**config.mk**
```make
export PLATFORM = sky130hd
export DESIGN_NAME = pink_noise_voss_dice
export DESIGN_NICKNAME = d
export VERILOG_FILES = /design/src/hw/rtl/pnvd_pkg.sv /design/src/hw/rtl/pnvd_ram.sv /design/src/hw/rtl/pink_noise_voss_dice.sv
export SDC_FILE = /design/constraint.sdc
export NUM_CORES = 1
export LEC_CHECK = 0
export ABC_AREA = 1
export BUFFER_PORTS_ARGS = -buffer_cell sky130_fd_sc_hd__buf_4
export CAP_MARGIN = 20
export CELL_PAD_IN_SITES_DETAIL_PLACEMENT = 1
export CELL_PAD_IN_SITES_GLOBAL_PLACEMENT = 1
export CORE_ASPECT_RATIO = 0.6
export CORE_UTILIZATION = 49
export DETAILED_ROUTE_END_ITERATION = 10
export GPL_ROUTABILITY_DRIVEN = 0
export PLACE_DENSITY_LB_ADDON = 0.1
export SLEW_MARGIN = 20
export SYNTH_ARGS = -nofsm -noshare
export SYNTH_HDL_FRONTEND = slang
export SYNTH_HIERARCHICAL = 1
export SYNTH_SLANG_ARGS = --single-unit
```
**constraint.sdc**
```tcl
create_clock -name clk -period 7.16 [get_ports clk]
set_input_delay 2.148 -clock clk [delete_from_list [all_inputs] [get_ports clk]]
set_output_delay 2.148 -clock clk [all_outputs]
set_load 0.05 [all_outputs]
```
**src/hw/rtl/pnvd_pkg.sv**
```systemverilog
// ----------------------------------------------------------------------------
// pnvd_pkg
// shared constants and helpers for the voss dice pink noise block
// ----------------------------------------------------------------------------
package pnvd_pkg;

  // number of dice, a power of two so the die index is a plain bit slice
  localparam int NUM_DICE   = 16;
  localparam int DIE_IDX_W  = $clog2(NUM_DICE);

  localparam int WORD_W     = 32;
  localparam int DIE_SHIFT  = 13;
  localparam int DIE_W      = WORD_W - DIE_SHIFT;
  localparam int SUM_W      = DIE_W + DIE_IDX_W;
  localparam int SAMPLE_W   = 24;
  localparam int TZ_W       = $clog2(WORD_W) + 1;

  // offset that centers the sample, 2^22 in q1.22
  localparam logic [SAMPLE_W-1:0] HALF_SCALE = SAMPLE_W'(1) << (SAMPLE_W - 2);

  // trailing-zero count of the select word, reduced to a die index;
  // an all-zero word picks die 0
  function automatic logic [DIE_IDX_W-1:0] die_index(input logic [WORD_W-1:0] w);
    logic [TZ_W-1:0] n;
    n = '0;
    for (int i = WORD_W - 1; i >= 0; i--) begin
      if (w[i]) begin
        n = TZ_W'(i);
      end
    end
    return n[DIE_IDX_W-1:0];
  endfunction

endpackage

```
**src/hw/rtl/pnvd_ram.sv**
```systemverilog
// ----------------------------------------------------------------------------
// pnvd_ram
// generic single-write, single-read ram with registered read data
// ----------------------------------------------------------------------------
module pnvd_ram #(
  parameter int WIDTH = 8,
  parameter int DEPTH = 16
) (
  input  logic                     clk,
  input  logic                     wr_en,
  input  logic [$clog2(DEPTH)-1:0] wr_addr,
  input  logic [WIDTH-1:0]         wr_data,
  input  logic                     rd_en,
  input  logic [$clog2(DEPTH)-1:0] rd_addr,
  output logic [WIDTH-1:0]         rd_data
);

  logic [WIDTH-1:0] mem_r [DEPTH];

  always_ff @(posedge clk) begin
    if (wr_en) begin
      mem_r[wr_addr] <= wr_data;
    end
  end

  // read-first: a read at the write address returns the old word
  always_ff @(posedge clk) begin
    if (rd_en) begin
      rd_data <= mem_r[rd_addr];
    end
  end

endmodule

```
**src/hw/rtl/pink_noise_voss_dice.sv**
```systemverilog
// ----------------------------------------------------------------------------
// pink_noise_voss_dice
// voss dice pink noise: one die refreshed and one sample made per transfer
// ----------------------------------------------------------------------------
// path: the dice ram read is launched at the input transfer edge, the update
//   and sum are done while the item waits in stage 1, and the sample is
//   registered when stage 1 moves on into a free output register
// throughput: one transfer per cycle unless output stalls, set by the single
//   read-modify-write of one die per item on a one-read, one-write ram
// reset: synchronous, active low; clears the running sum and the per-die
//   valid bits, so unwritten dice read as zero and no ram clearing pass
//   is needed
module pink_noise_voss_dice
  import pnvd_pkg::*;
(
  input  logic                       clk,
  input  logic                       rst_n,
  // input channel
  input  logic                       in_valid,
  output logic                       in_stall,
  input  logic [WORD_W-1:0]          in_select_rand,
  input  logic [WORD_W-1:0]          in_white_rand,
  // result channel
  output logic                       out_valid,
  input  logic                       out_stall,
  output logic signed [SAMPLE_W-1:0] out_sample
);

  // handshake
  logic in_go;
  logic out_free;
  logic s1_go;

  // stage 1: die read in flight
  logic                 s1_v_r;
  logic [DIE_IDX_W-1:0] s1_k_r;
  logic [DIE_W-1:0]     s1_fresh_r;
  logic [DIE_W-1:0]     s1_white_r;

  // last die written, forwarded over the read-first ram
  logic                 lw_v_r;
  logic [DIE_IDX_W-1:0] lw_k_r;
  logic [DIE_W-1:0]     lw_d_r;

  // per-die valid bits stand in for a cleared ram
  logic [NUM_DICE-1:0]  dice_vld_r;

  logic [SUM_W-1:0]     sum_r;
  logic [SUM_W-1:0]     sum_nxt;

  logic                 out_v_r;
  logic [SAMPLE_W-1:0]  out_sample_r;
  logic [SAMPLE_W-1:0]  out_sample_nxt;

  logic [DIE_IDX_W-1:0] rd_k;
  logic [DIE_W-1:0]     ram_rd_data;
  logic [DIE_W-1:0]     old_die;

  // --------------------------------------------------------------------------
  // flow control: stage 1 moves on whenever the output register is free
  // --------------------------------------------------------------------------
  assign out_free = !out_v_r || !out_stall;
  assign s1_go    = s1_v_r && out_free;
  assign in_stall = s1_v_r && !out_free;
  assign in_go    = in_valid && !in_stall;

  assign rd_k = die_index(in_select_rand);

  // --------------------------------------------------------------------------
  // dice store
  // --------------------------------------------------------------------------
  pnvd_ram #(
    .WIDTH (DIE_W),
    .DEPTH (NUM_DICE)
  ) u_dice_ram (
    .clk     (clk),
    .wr_en   (s1_go),
    .wr_addr (s1_k_r),
    .wr_data (s1_fresh_r),
    .rd_en   (in_go),
    .rd_addr (rd_k),
    .rd_data (ram_rd_data)
  );

  // old die value: the last write wins (it may have raced the ram read),
  // else the ram word if the die was ever written, else zero
  always_comb begin
    if (lw_v_r && (lw_k_r == s1_k_r)) begin
      old_die = lw_d_r;
    end else if (dice_vld_r[s1_k_r]) begin
      old_die = ram_rd_data;
    end else begin
      old_die = '0;
    end
  end

  // running sum after swapping the die, then white part and centering offset
  always_comb begin
    sum_nxt        = sum_r + SUM_W'(s1_fresh_r) - SUM_W'(old_die);
    out_sample_nxt = SAMPLE_W'(sum_nxt) + SAMPLE_W'(s1_white_r) - HALF_SCALE;
  end

  // --------------------------------------------------------------------------
  // stage 1 registers
  // --------------------------------------------------------------------------
  always_ff @(posedge clk) begin
    if (!rst_n) begin
      s1_v_r <= 1'b0;
    end else if (in_go) begin
      s1_v_r <= 1'b1;
    end else if (s1_go) begin
      s1_v_r <= 1'b0;
    end
  end

  always_ff @(posedge clk) begin
    if (in_go) begin
      s1_k_r     <= rd_k;
      s1_fresh_r <= in_select_rand[WORD_W-1:DIE_SHIFT];
      s1_white_r <= in_white_rand[WORD_W-1:DIE_SHIFT];
    end
  end

  // --------------------------------------------------------------------------
  // write-back side: sum, valid bits, forwarding register
  // --------------------------------------------------------------------------
  always_ff @(posedge clk) begin
    if (!rst_n) begin
      sum_r      <= '0;
      dice_vld_r <= '0;
      lw_v_r     <= 1'b0;
    end else if (s1_go) begin
      sum_r              <= sum_nxt;
      dice_vld_r[s1_k_r] <= 1'b1;
      lw_v_r             <= 1'b1;
    end
  end

  always_ff @(posedge clk) begin
    if (s1_go) begin
      lw_k_r <= s1_k_r;
      lw_d_r <= s1_fresh_r;
    end
  end

  // --------------------------------------------------------------------------
  // output register
  // --------------------------------------------------------------------------
  always_ff @(posedge clk) begin
    if (!rst_n) begin
      out_v_r <= 1'b0;
    end else if (s1_go) begin
      out_v_r <= 1'b1;
    end else if (!out_stall) begin
      out_v_r <= 1'b0;
    end
  end

  always_ff @(posedge clk) begin
    if (s1_go) begin
      out_sample_r <= out_sample_nxt;
    end
  end

  assign out_valid  = out_v_r;
  assign out_sample = signed'(out_sample_r);

  // --------------------------------------------------------------------------
  // assertions
  // --------------------------------------------------------------------------
  // input is held back only while an item waits in stage 1
  a_stall_cause: assert property (@(posedge clk) disable iff (!rst_n)
    in_stall |-> s1_v_r)
    else $error("input stalled with stage 1 empty");

  // a new result only comes from a stage 1 transfer
  a_out_source: assert property (@(posedge clk) disable iff (!rst_n)
    $rose(out_v_r) |-> $past(s1_go))
    else $error("result appeared without stage 1 transfer");

  // die valid bits never drop once set
  a_vld_sticky: assert property (@(posedge clk) disable iff (!rst_n)
    $past(rst_n) |-> (($past(dice_vld_r) & ~dice_vld_r) == '0))
    else $error("die valid bit cleared outside reset");

  // a write always leaves the written die marked valid
  a_vld_after_wr: assert property (@(posedge clk) disable iff (!rst_n)
    lw_v_r |-> dice_vld_r[lw_k_r])
    else $error("last written die not marked valid");

endmodule
```
# --- Word level (Yosys, flattened, before mapping) ---
# Memories as Yosys holds them, arrays and structs flattened. A register that Yosys moved wholly into a read port is not among the register bits.
# Cells that the tools add are included.
op_classes:
  add_sub_neg: 4
  multipliers: 0
  n_div: 0
  n_lt_le_gt_ge: 2
  eq_ne: 2
  n_shift: 0
  mux: 44
  n_bitwise: 1
  n_reduce_logical: 11
ops:
  columns: ["operator", "n"]
  rows:
  - ["2-to-1 mux 4 bit", 32]
  - ["2-to-1 mux 19 bit", 2]
  - ["adder 23 x 19 -> 24 bit", 1]
  - ["subtractor 24 x 23 -> 24 bit (second input constant)", 1]
  - ["adder 23 x 19 -> 23 bit", 1]
  - ["subtractor 23 x 19 -> 23 bit", 1]
  - ["OR 16 bit", 1]
  - ["2-to-1 mux 1 bit", 8]
  - ["logical AND 1 bit", 5]
  - ["< comparator 4 x 5 -> 1 bit (second input constant)", 1]
  - ["binary-select mux 1 bit (select 4 bit)", 1]
  - ["demux 1 bit (select 4 bit)", 1]
  - ["equality test 4 bit", 1]
  - ["greater-or-equal comparator 4 x 1 -> 1 bit (second input constant)", 1]
  - ["logical NOT 1 bit", 4]
  - ["inequality test 2 x 1 -> 1 bit (second input constant)", 1]
  - ["nonzero test 2 bit", 1]
  - ["logical OR 1 bit", 1]
totals:
  register_bits: 131
  latch_bits: 0
  mem_bits_rw: 304
  romBits: 0
  inputBits: 68
  out_inout_bits: 26
  elab_cells: 76
  memories: 1
memory_table:
  columns: ["memory", "words", "word_bits", "read_ports", "rd_clocked_by_memory_dff", "wr", "line_no", "text"]
  rows:
  - ["u_dice_ram.mem_r", 16, 19, 1, 1, 1, "pnvd_ram.sv:18", "logic [WIDTH-1:0] mem_r [DEPTH];"]

# --- Longest topological paths before layout ---
logic_depth:
  word_depth: 32
  ltp_mapped: 40
  ltp_nobuf: 38

# --- Hierarchy ---
# The synthesis kept the hierarchy.
modules_own_cells:
  columns: ["mod", "n_inst", "cells_per_inst", "area_each_um2", "seq_area_each_um2"]
  rows:
  - ["pnvd_ram", 1, 1270, 13681.9, 9699.3]
  - ["pink_noise_voss_dice", 1, 760, 7165.6, 3513.4]

# --- Worst setup path after synthesis ---
# Ideal clock, no wire load.
synth_path:
  path_kind: "input port to flip-flop"
  startpoint: "in out_stall"
  endpoint: "mem u_dice_ram/mem_r[12][0] (netlist bit), enable pin"
  setup_ns: 0.395
  arrival_ns: 5.475
  required_time_ns: 6.765
  slack_ns: 1.290
  path_stages: 6
  path_cell_list: "nand2_1 > inv_1 > nor2_1 > clkbuf_1 > nand3_1 > nor2_1"
synth_via:
  elab_chain_cells: 5
synth_rtl:
  columns: ["element", "line_no", "text"]
  rows:
  - ["from (decl)", "pink_noise_voss_dice.sv:25", "input logic out_stall,"]
  - ["logical NOT 1 bit", null, null]
  - ["logical OR 1 bit", "pink_noise_voss_dice.sv:62", "assign out_free = !out_v_r || !out_stall;"]
  - ["logical AND 1 bit", "pink_noise_voss_dice.sv:63", "assign s1_go = s1_v_r && out_free;"]
  - ["named net s1_go", "pink_noise_voss_dice.sv:32", "logic s1_go;"]
  - ["2-to-1 mux 1 bit", "pnvd_ram.sv:21", "if (wr_en) begin"]
  - ["2-to-1 mux 1 bit (not written as such)", "pnvd_ram.sv:22", "mem_r[wr_addr] <= wr_data;"]
  - ["to (decl)", "pnvd_ram.sv:18", null]
# The timed path passes the listed nets, and every way through them passes these cells.

# --- Worst setup path after layout ---
layout_path:
  startpoint: "reg s1_k_r[1]"
  endpoint: "reg out_sample_r[22], in the netlist out_sample[22], data pin"
layout_via:
  elab_chain_cells: 7
layout_rtl:
  columns: ["element", "line_no", "text"]
  rows:
  - ["from (decl)", "pink_noise_voss_dice.sv:36", "logic [DIE_IDX_W-1:0] s1_k_r;"]
  - ["from (signal assigned)", "pink_noise_voss_dice.sv:118", "s1_k_r <= rd_k;"]
  - ["binary-select mux 1 bit (select 4 bit)", "pink_noise_voss_dice.sv:90", "end else if (dice_vld_r[s1_k_r]) begin"]
  - ["2-to-1 mux 1 bit (not written as such)", "pink_noise_voss_dice.sv:90", null]
  - ["2-to-1 mux 19 bit", "pink_noise_voss_dice.sv:90", null]
  - ["2-to-1 mux 19 bit *", "pink_noise_voss_dice.sv:88", "if (lw_v_r && (lw_k_r == s1_k_r)) begin"]
  - ["subtractor 23 x 19 -> 23 bit *", "pink_noise_voss_dice.sv:99", "sum_nxt = sum_r + SUM_W'(s1_fresh_r) - SUM_W'(old_die);"]
  - ["named net sum_nxt[3]", "pink_noise_voss_dice.sv:49", "logic [SUM_W-1:0] sum_nxt;"]
  - ["adder 23 x 19 -> 24 bit *", "pink_noise_voss_dice.sv:100", "out_sample_nxt = SAMPLE_W'(sum_nxt) + SAMPLE_W'(s1_white_r) - HALF_SCALE;"]
  - ["subtractor 24 x 23 -> 24 bit *", "pink_noise_voss_dice.sv:100", null]
  - ["named net out_sample_nxt[22]", "pink_noise_voss_dice.sv:53", "logic [SAMPLE_W-1:0] out_sample_nxt;"]
  - ["to (signal assigned)", "pink_noise_voss_dice.sv:161", "out_sample_r <= out_sample_nxt;"]
  - ["to (decl)", "pink_noise_voss_dice.sv:52", "logic [SAMPLE_W-1:0] out_sample_r;"]
# Mark *: on every way through the listed nets, which the timed path passes. The rest lies on a longest branch. The select of a mux whose other input is x is not followed.
# A chain may end at the register's enable or synchronous reset.

==> impl_metrics.yaml <==
finish:
  stdcell_count: 2701
  diodes: 0
  final_util_pct: 56.0
  area_growth_pct: 12.7
  fin_nets: 2232
  drive_above_1_share_pct: 9.53
clock_tree:
  cts_tree: "done"
  post_cts_buffers: 0
  clkTransAtPathRegs_ns: 0.07
  cts_num_sinks: 454
  cts_made_buffers: 43
  clk_latency_ns: 0.56
  cts_root_buffer: "clkbuf_16"
  htree_levels: 2
  ctsResizeCount: 0
  cts_buffer_depth: 3
  ctsHoldBuffers: 0
global_routing:
  grt_max_degree: 154
  overflow: 0
  gr-usage-met3_pct: 4.14
  grt_use_total_pct: 26.9
  grtUsageMet2_pct: 42.0
  busiest_layer: "met2"
  grt_pass1_vias: 15000
  antenna_found_initial: 3
  grtUsageMet1_pct: 39.6
  grt_pass1_wl_um: 87300
route:
  first_iter_violations: 1112
  vias: 14500
  finalWirelength_um: 57700
  wl_per_cell_um: 21.4
  post-route-drc-count: 1
  ant_nets: 0
  viasPerCell: 5.38
  first_pass_iters: 8
synth:
  synth_edf_count: 412
  synth_cells: 2030
  syn_nets: 2160
  yosysSeqAreaShare_pct: 63.4
  synth_cell_type_count: 39
  yosysWarningCount: 6
  async_flop_share_pct: 0
  synth_top_area_share_pct: 59.3
  ys_ff_latch: 454
  ys_dominant_reg_cell: "edfxtp_1"
  synthTopCellsByArea: "edfxtp_1 (59%), nand2_1 (9.5%), inv_1 (6.4%), nand3_1 (6.2%), dfxtp_1 (4.0%)"
  synth_top_area_cell: "edfxtp_1"
  avgSynthCellArea_um2: 10.3
  syn_area_mm2: 0.0208
power:
  leakage_nw: 9.93
  switching_share_pct: 29.6
  p_switching_mw: 2.04
  power.density_mw_per_mm2: 293
  combPwrFrac_pct: 21.0
  pwr-share-clk_pct: 33.4
  ir_worst_vdd_v: 0.000232
  p_int_mw: 4.85
  seqPwrFrac_pct: 45.6
critical_path:
  worstSetupEndpointType: "flip-flop"
  crit_type: "reg2reg"
  worst_path_largest_cell_delay_ns: 0.49
  worstPathMaxFanout: 19
  crit_path_frequent_cell: "nand2_1"
  worstPathRequired_ns: 7.46
  cp_data_arrival_time_ns: 6.50
  start_kind: "flip-flop"
  cpMaxStageDelayCell: "edfxtp_1"
sta:
  max_freq_ghz: 0.161
  setup-violations-final: 0
  period_share_pct: 86.6
  rsz0062_at_grt: "false"
  setup_ws_ns: 0.959
  slew_headroom_pct: 26.5
  tightest_slew_ns: 1.10
  hold_viol_final: 0
  fin_setup_tns_ns: 0
  final_max_slew_viol_count: 0
  skew_ns: 0.0179
  layout_min_cycle_time_ns: 6.20
placed_design:
  placed_cells: 2627
  port-buffer-count: 80
  dpl_worst_slack_ns: 1.10
  hpwl_um: 35500
min_path:
  hold_class: "reg2reg"
outcome:
  status: "finished with violations"
  violations: "design-rule violations"
die:
  dieArea_mm2: 0.0434
  core_area_mm2: 0.0419
  io_pins: 94
  initial_core_util_pct: 49.7
  die_w_um: 268
  die_h_um: 162
  fp-row-count: 58
flow_run:
  maxCapViolCount: 0
-- layout by cell type, fill, tap and decap left out, types with 2 or more instances in the layout --
cell and instances:
inv_2 2, inv_1 356, dfxtp_1 42, nand2_1 530
bufinv_16 4, xor2_2 2, nand3_1 257, clkbuf_8 2
a211oi_1 2, clkinvlp_4 3, nor2_1 47, a21oi_1 76
clkbuf_16 45, nand2_2 8, edfxtp_1 412, clkinv_1 7
nand3_2 4, o21ai_0 56, xnor2_1 7, nor2_4 17
ha_1 42, nor3_1 2, buf_4 98, clkinv_2 7
buf_12 2, o21ai_1 3, nor4_1 6, xor2_1 34
a31oi_1 3, nand3b_1 2, nand4_1 2, clkbuf_1 8
o22ai_1 9, fa_1 20
-- cell type report --
cell class,count,area (um^2)
well taps,570,713
flip-flops and latches,454,13200
multi-input cells,1141,6040
repair buffers,100,776
fillers,4575,18500
clock inverters,19,200
clock buffers,55,1180
inverters,362,1360
-- per-stage QoR --
stage	cell area (um^2)	hold slack [ns]	power (mW)
floorplan	20800	0.435	4.18
global route	23500	0.498	7.17
finish	23500	0.460	6.89
CTS	23500	0.459	6.93
global placement	22100	0.445	4.55
detailed placement	22100	0.456	4.63
-- power by group through the flow --
stage                     logic, mW  registers (mW)  clock network [mW]
final                          1.45            3.14                2.30
after global routing           1.59            3.15                2.43
after CTS                      1.45            3.14                2.34
after detailed placement       1.43            3.20                   0
after global placement         1.36            3.19                   0
after floorplan               0.840            3.34                   0
-- worst paths after layout --
path	start	depth (start not counted)	slack, ns	to
max	s1_k_r[1]	33	0.96	out_sample[22]
max reg2reg	s1_k_r[1]	33	0.96	out_sample[22]
min	dice_vld_r[6]	2	0.46	dice_vld_r[6]
min reg2reg	dice_vld_r[6]	2	0.46	dice_vld_r[6]
-- synthesized netlist by cell type, drive strengths merged (2+ instances only) --
master  count
nand2     538
edfxtp    412
inv       360
nand3     261
a21oi      77
nor2       65
o21ai      59
buf        51
dfxtp      42
ha         42
xor2       36
clkbuf     22
fa         20
o22ai       9
xnor2       7
nor4        6
a31oi       3
nand4       3
nor3        3
a211oi      2
a311oi      2
clkinv      2
nand3b      2
-- routing by layer --
metal,routed length (um),share of wire (%)
met3,3480,6.0
met4,1070,1.8
met1,26800,47
met2,26300,46
met5,11,0.019
-- worst max-delay path, delay by kind of cell, from the launching register on --
family                     cells  cell delay, ns
AOI/OAI and AO/OA              9            1.48
xor gates and xnor gates       2            0.44
adders and majority gates      3            1.21
buffers and inverters          5            0.71
DFF                            1            0.49
and+or+nand+nor               14            1.58
-- sequential cells by signal (all words and copies together) (netlist names) --
name                count
s1_k_r                  4
dice_vld_r             16
s1_fresh_r             19
u_dice_ram/mem_r      304
s1_white_r             19
lw_v_r                  1
lw_k_r                  4
out_sample             24
u_dice_ram/rd_data     19
sum_r                  23
lw_d_r                 19
out_valid               1
s1_v_r                  1
-- logic make-up after synthesis --
family,synth area share (%)
xor+xnor,1.88
buf+inv,8.47
compound gates,4.04
flops,63.4
fa+ha+maj,4.44
simple gates,17.8
Power figures use the tool's default switching activity.
